--- src/rtl/xbr_pkg.sv ---
// ----------------------------------------------------------------------------
// xbr_pkg
// shared constants and types for the bounded xorshift random source
// ----------------------------------------------------------------------------
`default_nettype none

package xbr_pkg;

  localparam int GEN_W = 32;
  localparam int OUT_W = 8;
  localparam int CNT_W = 4;

  localparam int SHIFT_A = 13;
  localparam int SHIFT_B = 17;
  localparam int SHIFT_C = 5;

  localparam logic [GEN_W-1:0] GEN_ONES = 32'hFFFF_FFFF;

  localparam logic [1:0] OP_RESEED    = 2'd0;
  localparam logic [1:0] OP_GET_BITS  = 2'd1;
  localparam logic [1:0] OP_GET_VALUE = 2'd2;

  typedef struct packed {
    logic             load;
    logic             step;
    logic [GEN_W-1:0] seed;
  } gen_ctrl_t;

endpackage

`default_nettype wire

--- src/rtl/xbr_if.sv ---
// ----------------------------------------------------------------------------
// xbr_req_if / xbr_rsp_if
// valid/ready channels for requests and results
// ----------------------------------------------------------------------------
`default_nettype none

interface xbr_req_if;
  logic        valid;
  logic        ready;
  logic [1:0]  opcode;
  logic [31:0] seed_value;
  logic [3:0]  bit_count;
  logic [7:0]  min_bound;
  logic [7:0]  max_bound;

  modport source (output valid, output opcode, output seed_value, output bit_count,
                  output min_bound, output max_bound, input ready);
  modport sink (input valid, input opcode, input seed_value, input bit_count,
                input min_bound, input max_bound, output ready);
endinterface

interface xbr_rsp_if;
  logic       valid;
  logic       ready;
  logic [7:0] random_out;

  modport source (output valid, output random_out, input ready);
  modport sink (input valid, input random_out, output ready);
endinterface

`default_nettype wire

--- src/rtl/xbr_gen.sv ---
// ----------------------------------------------------------------------------
// xbr_gen
// generator register with the single shared xorshift step unit
// ----------------------------------------------------------------------------
`default_nettype none

module xbr_gen
  import xbr_pkg::*;
(
  input  wire logic      clk,
  input  wire logic      rst,
  input  wire gen_ctrl_t ctrl,
  output logic           step_bit
);

  logic [GEN_W-1:0] generator;
  logic [GEN_W-1:0] generator_next;
  logic [GEN_W-1:0] s1;
  logic [GEN_W-1:0] s2;
  logic [GEN_W-1:0] s3;

  always_comb begin
    s1 = generator ^ (generator << SHIFT_A);
    s2 = s1 ^ (s1 >> SHIFT_B);
    s3 = s2 ^ (s2 << SHIFT_C);
  end

  always_comb begin
    generator_next = generator;
    if (ctrl.load) begin
      generator_next = (ctrl.seed != '0) ? ctrl.seed : GEN_ONES;
    end else if (ctrl.step) begin
      generator_next = s3;
    end
  end

  always_ff @(posedge clk) begin
    if (rst) begin
      generator <= GEN_ONES;
    end else begin
      generator <= generator_next;
    end
  end

  assign step_bit = s3[0];

endmodule

`default_nettype wire

--- src/rtl/xbr_seq.sv ---
// ----------------------------------------------------------------------------
// xbr_seq
// request sequencer: bit drawing, rejection check and result register
// ----------------------------------------------------------------------------
`default_nettype none

module xbr_seq
  import xbr_pkg::*;
(
  input  wire logic   clk,
  input  wire logic   rst,
  xbr_req_if.sink     req,
  xbr_rsp_if.source   rsp,
  output gen_ctrl_t   gen_ctrl,
  input  wire logic   step_bit
);

  typedef enum logic [2:0] {
    S_IDLE = 3'b001,
    S_DRAW = 3'b010,
    S_DONE = 3'b100
  } state_t;

  state_t           state;
  state_t           state_next;
  logic [CNT_W-1:0] count;
  logic [CNT_W-1:0] count_next;
  logic [OUT_W-1:0] acc;
  logic [OUT_W-1:0] acc_next;
  logic [OUT_W-1:0] result;
  logic [OUT_W-1:0] result_next;
  logic             bounded;
  logic             bounded_next;
  logic [OUT_W-1:0] range;
  logic [OUT_W-1:0] range_next;
  logic [CNT_W-1:0] draw_len;
  logic [CNT_W-1:0] draw_len_next;
  logic [OUT_W-1:0] lo;
  logic [OUT_W-1:0] lo_next;

  logic             accept;
  logic [OUT_W-1:0] in_range;
  logic [CNT_W-1:0] in_len;
  logic [OUT_W-1:0] shifted;

  assign accept    = req.valid && req.ready;
  assign req.ready = (state == S_IDLE);
  assign rsp.valid = (state == S_DONE);
  assign rsp.random_out = result;
  assign shifted   = {acc[OUT_W-2:0], step_bit};

  assign gen_ctrl.load = accept && (req.opcode == OP_RESEED);
  assign gen_ctrl.step = (state == S_DRAW);
  assign gen_ctrl.seed = req.seed_value;

  // bit length of the range (highest set bit position plus one)
  always_comb begin
    in_range = req.max_bound - req.min_bound;
    in_len   = '0;
    for (int i = 0; i < OUT_W; i++) begin
      if (in_range[i]) begin
        in_len = CNT_W'(i + 1);
      end
    end
  end

  always_comb begin
    state_next    = state;
    count_next    = count;
    acc_next      = acc;
    result_next   = result;
    bounded_next  = bounded;
    range_next    = range;
    draw_len_next = draw_len;
    lo_next       = lo;
    case (state)
      S_IDLE: begin
        if (accept) begin
          acc_next    = '0;
          result_next = '0;
          state_next  = S_DONE;
          case (req.opcode)
            OP_RESEED: begin
              result_next = '0;
            end
            OP_GET_BITS: begin
              bounded_next = 1'b0;
              count_next   = req.bit_count;
              if (req.bit_count != '0) begin
                state_next = S_DRAW;
              end
            end
            OP_GET_VALUE: begin
              if (req.max_bound <= req.min_bound) begin
                result_next = req.min_bound;
              end else begin
                bounded_next  = 1'b1;
                range_next    = in_range;
                draw_len_next = in_len;
                count_next    = in_len;
                lo_next       = req.min_bound;
                state_next    = S_DRAW;
              end
            end
            default: begin
              result_next = '0;
            end
          endcase
        end
      end
      S_DRAW: begin
        acc_next   = shifted;
        count_next = count - 1'b1;
        if (count == CNT_W'(1)) begin
          if (!bounded) begin
            result_next = shifted;
            state_next  = S_DONE;
          end else if (shifted <= range) begin
            result_next = shifted + lo;
            state_next  = S_DONE;
          end else begin
            // rejected draw, start over
            acc_next   = '0;
            count_next = draw_len;
          end
        end
      end
      S_DONE: begin
        if (rsp.ready) begin
          state_next = S_IDLE;
        end
      end
      default: begin
        state_next = S_IDLE;
      end
    endcase
  end

  always_ff @(posedge clk) begin
    if (rst) begin
      state <= S_IDLE;
    end else begin
      state <= state_next;
    end
  end

  always_ff @(posedge clk) begin
    count    <= count_next;
    acc      <= acc_next;
    result   <= result_next;
    bounded  <= bounded_next;
    range    <= range_next;
    draw_len <= draw_len_next;
    lo       <= lo_next;
  end

endmodule

`default_nettype wire

--- src/rtl/xorshift_bounded_random.sv ---
// ----------------------------------------------------------------------------
// xorshift_bounded_random
// bounded random source built on a 32-bit xorshift generator
// ----------------------------------------------------------------------------
// One request at a time, one result per request. The generator makes one
// xorshift step (13 left, 17 right, 5 left) per clock while drawing, in a
// single shared unit, so a get-bits request with N bits holds the block
// while it draws N bits, and a get-value request draws n bits per try,
// n being the bit length of max_bound - min_bound, repeated for each
// rejected draw (under two draws on average). Reseed, opcode 3, zero bit
// count and an empty bound skip drawing. Once ready, the result is
// shown until taken, and the next request is accepted the cycle after.
// After reset the generator holds all ones.
// ----------------------------------------------------------------------------
`default_nettype none

module xorshift_bounded_random
  import xbr_pkg::*;
(
  input  wire logic clk,
  input  wire logic rst,
  xbr_req_if.sink   req,
  xbr_rsp_if.source rsp
);

  gen_ctrl_t gen_ctrl;
  logic      step_bit;

  xbr_seq u_seq (
    .clk      (clk),
    .rst      (rst),
    .req      (req),
    .rsp      (rsp),
    .gen_ctrl (gen_ctrl),
    .step_bit (step_bit)
  );

  xbr_gen u_gen (
    .clk      (clk),
    .rst      (rst),
    .ctrl     (gen_ctrl),
    .step_bit (step_bit)
  );

endmodule

`default_nettype wire
--- src/flat_wrapper.sv ---
// flat-port wrapper written by rule: the top's interface ports become plain ports
module xorshift_bounded_random_flat import xbr_pkg::*;
  (clk, rst, req_valid, req_opcode, req_seed_value, req_bit_count, req_min_bound, req_max_bound, req_ready, rsp_valid, rsp_random_out, rsp_ready);
  xbr_req_if req_i ();
  xbr_rsp_if rsp_i ();
  input  wire logic clk;
  input  wire logic rst;
  input wire logic [$bits(req_i.valid)-1:0] req_valid;
  input wire logic [$bits(req_i.opcode)-1:0] req_opcode;
  input wire logic [$bits(req_i.seed_value)-1:0] req_seed_value;
  input wire logic [$bits(req_i.bit_count)-1:0] req_bit_count;
  input wire logic [$bits(req_i.min_bound)-1:0] req_min_bound;
  input wire logic [$bits(req_i.max_bound)-1:0] req_max_bound;
  output wire logic [$bits(req_i.ready)-1:0] req_ready;
  output wire logic [$bits(rsp_i.valid)-1:0] rsp_valid;
  output wire logic [$bits(rsp_i.random_out)-1:0] rsp_random_out;
  input wire logic [$bits(rsp_i.ready)-1:0] rsp_ready;
  assign req_i.valid = req_valid;
  assign req_i.opcode = req_opcode;
  assign req_i.seed_value = req_seed_value;
  assign req_i.bit_count = req_bit_count;
  assign req_i.min_bound = req_min_bound;
  assign req_i.max_bound = req_max_bound;
  assign req_ready = req_i.ready;
  assign rsp_valid = rsp_i.valid;
  assign rsp_random_out = rsp_i.random_out;
  assign rsp_i.ready = rsp_ready;
  xorshift_bounded_random u_core (.clk(clk), .rst(rst), .req(req_i), .rsp(rsp_i));
endmodule
--- config.mk ---
export PLATFORM = sky130hd
export DESIGN_NAME = xorshift_bounded_random_flat
export DESIGN_NICKNAME = d
export VERILOG_FILES = /design/src/rtl/xbr_pkg.sv /design/src/rtl/xbr_if.sv /design/src/rtl/xbr_gen.sv /design/src/rtl/xbr_seq.sv /design/src/rtl/xorshift_bounded_random.sv /design/src/flat_wrapper.sv
export SDC_FILE = /design/constraint.sdc
export NUM_CORES = 1
export LEC_CHECK = 0
export BUFFER_PORTS_ARGS = -buffer_cell sky130_fd_sc_hd__buf_2
export CAP_MARGIN = 20
export CELL_PAD_IN_SITES_DETAIL_PLACEMENT = 0
export CELL_PAD_IN_SITES_GLOBAL_PLACEMENT = 1
export CORE_AREA = 3 3 109 111
export CTS_CLUSTER_DIAMETER = 150
export DETAILED_ROUTE_END_ITERATION = 7
export DIE_AREA = 0 0 112 114
export PLACE_DENSITY_LB_ADDON = 0.1
export SYNTH_ARGS = -nofsm -noshare
export SYNTH_HDL_FRONTEND = slang
export SYNTH_SLANG_ARGS = --single-unit
--- constraint.sdc ---
create_clock -name clk -period 4 [get_ports clk]
set_input_delay 0.8 -clock clk [delete_from_list [all_inputs] [get_ports clk]]
set_output_delay 0.8 -clock clk [all_outputs]
set_load 0.005 [all_outputs]
==> flow_metrics.tcl <==
set metrics [dict create \
    cts_hold_buf 0 \
    place_ws_ns 0.593 \
    critPathTopFamily "compound AO/OA/AOI/OAI gates" \
    wl_per_cell_microns 18.0 \
    slowest_delay_ns 0.80 \
    synth-seq-cells 74 \
    drv_cap 0 \
    min-delay-start "u_core.u_gen.generator[21]" \
    place_congestion 0.856 \
    dr.pass1.iters 6 \
    fin_crit_ns 3.35 \
    yosysUniqueCellTypes 67 \
    ios 68 \
    clkLatencyLatePin_ns 0.36 \
    cp_num_buf_inv 1 \
    synth_fp_nets 623 \
    ctsResizeCount 0 \
    period_share 0.836 \
    hold_viol_final 0 \
    worstSetupEndpointType "flip-flop" \
    drive_gt1_frac 0.175 \
    grt_pass1_wl_microns 21900 \
    vias 4277 \
    grt_max_degree 31 \
    drtIter0Drc 294 \
    final_common_cell "buf_2" \
    cts.sinks 74 \
    cp.required_ns 4.11 \
    setup_ws_ns 0.655 \
    routed_wirelength_microns 13400 \
    yosysWarnings 0 \
    synthArstFlopShare 0 \
    peakVddDrop_mv 0.183 \
    whs_ns 0.483 \
    r2r-start "u_core.u_gen.generator[17]" \
    dp.final_hpwl_microns 10200 \
    tightest_slew_ns 0.984 \
    grt_setup_unrepaired "no" \
    dieArea_sq_um 12800 \
    status "complete, no violations" \
    power_density_nw_per_um2 364 \
    track_usage 0.215 \
    cts_inserted_buffers 9 \
    path_max_fanout 6 \
    n_antenna_cell 0 \
    die_w_microns 112 \
    syn_area_per_cell_sq_um 9.23 \
    worstSetupPathType "flip-flop to flip-flop" \
    cts_max_level 3 \
    cp-start-kind "flip-flop" \
    area_delta_synth_final_pct 14.7 \
    ant_nets 0 \
    critPathLaunch "u_core.u_gen.generator[17]" \
    antenna_found_initial 0 \
    clk_pin_slew_ns 0.08 \
    report.final.slew_viol_count 0 \
    die_h_microns 114 \
    synth_edf_count 39 \
    ys_dominant_reg_cell "edfxtp_1" \
    cts_tree "built" \
    rows 38 \
    worstPathArrival_ns 3.46 \
    seq_area_frac_synth 0.379 \
    synth_area_sq_um 4940 \
    postCtsSetupRepairBufs 0 \
    gr-total-overflow 0 \
    viasPerCell 5.73 \
    finalSetupViolCount 0 \
    coreArea_sq_um 10900 \
    path_cells "xor2_1 -> xnor2_1 -> inv_1 -> ha_1 -> a21oi_1 -> o211ai_1 -> a2111oi_0 -> nor3_1 -> nor4b_1 -> nand2_1" \
    leakagePower_nw 2.37 \
    root_buffer "clkbuf_8" \
    crit_path_top_delay_cell "a2111oi_0" \
    initial_core_util 0.453 \
    timing.slew.headroom 0.339 \
    setup_tns_ns 0 \
    worst_clock_skew_ns 0.0167 \
    grt_pass1_vias 4187 \
    cts_buffer_depth 2 \
    layout_common_cells "buf_2 (67), nand2_1 (51), xnor2_1 (43)" \
    port_buffers 67 \
    drc 0 \
    fin_util 0.520 \
    syn_inst 535 \
    fmax_ghz 0.299 \
    nNetsFinal 690 \
    p_total_mw 2.06 \
    hold_class "flip-flop to flip-flop" \
]
through the flow:
stage,cell area [sq um],std cells
finish,5660,747
global route,5660,747
CTS,5660,747
detailed placement,5440,731
global placement,5440,731
floorplan,4940,535
kinds of logic after synthesis:
group	after synthesis	synth area share
compound gates	122	0.174
xor+xnor	69	0.122
fa+ha+maj	30	0.0791
buf+inv	62	0.0504
flops	74	0.379
mux	8	0.0165
simple gates	170	0.179
layer usage:
metal / GRT usage / up-vias / wire, microns
met4: 0.0761 / 0 / 265
met2: 0.319 / 115 / 5880
met5: 0 / - / 0
li1: - / 2095 / -
met1: 0.312 / 2044 / 6520
met3: 0.0467 / 23 / 767
tightest hold or removal path, delay by kind of cell, from the launching register on:
| family | cells | cell delay, ns |
|---|---|---|
| flops | 1 | 0.33 |
| simple gates | 2 | 0.11 |
worst paths after layout:
kind                                     to  slack, ns  depth (start not counted)
max          u_core.u_seq.rsp.random_out[7]       0.65                         10
min              u_core.u_gen.generator[21]       0.48                          2
max reg2reg  u_core.u_seq.rsp.random_out[7]       0.65                         10
min reg2reg      u_core.u_gen.generator[21]       0.48                          2
power breakdown:
part | internal (mW) | switching (mW) | leakage [nW]
combinational | 0.227 | 0.292 | 1.60
clock | 0.361 | 0.288 | 0.115
sequential | 0.855 | 0.0394 | 0.654
total | 1.44 | 0.620 | 2.37
layout make-up:
cell class	count	area (sq um)
Timing Repair Buffer	79	425
Clock inverter	3	43.8
Sequential cell	74	1870
Multi-Input combinational cell	399	2820
Clock buffer	13	180
Fill cell	1048	5220
Tap cell	140	175
Inverter	39	146
synthesized netlist by cell type (3+ instances only):
library cell  number  area (sq um)
ha_1              28           350
clkbuf_1          20          75.1
o211ai_1           7          52.6
mux2i_1            7          70.1
dfxtp_1           35           701
a211oi_1           4          30.0
xor2_1            26           228
nor3_1            12          60.1
or3_1              5          31.3
nand3_1           34           170
nor2_1            18          67.6
o21ai_0           32           160
nand4_1            5          31.3
and3_1             7          43.8
nor3b_1            3          22.5
o31ai_1            3          22.5
xnor2_1           43           377
a31oi_1            4          25.0
nand2_1           51           191
a21oi_1           15          75.1
edfxtp_1          39          1170
o221ai_1          23           201
or4_1              3          22.5
inv_1             39           146
nor2b_1            5          31.3
nor4_1             9          56.3
o22ai_1            7          43.8
flip-flops by register name (all words and copies together) (netlist names):
register                     cells
u_core.u_gen.generator          32
u_core.u_seq.lo                  8
u_core.u_seq.range               8
u_core.u_seq.rsp.random_out      8
u_core.u_seq.acc                 7
u_core.u_seq.count               4
u_core.u_seq.draw_len            3
u_core.u_seq.state               3
u_core.u_seq.bounded             1
Power figures use the tool's default switching activity.
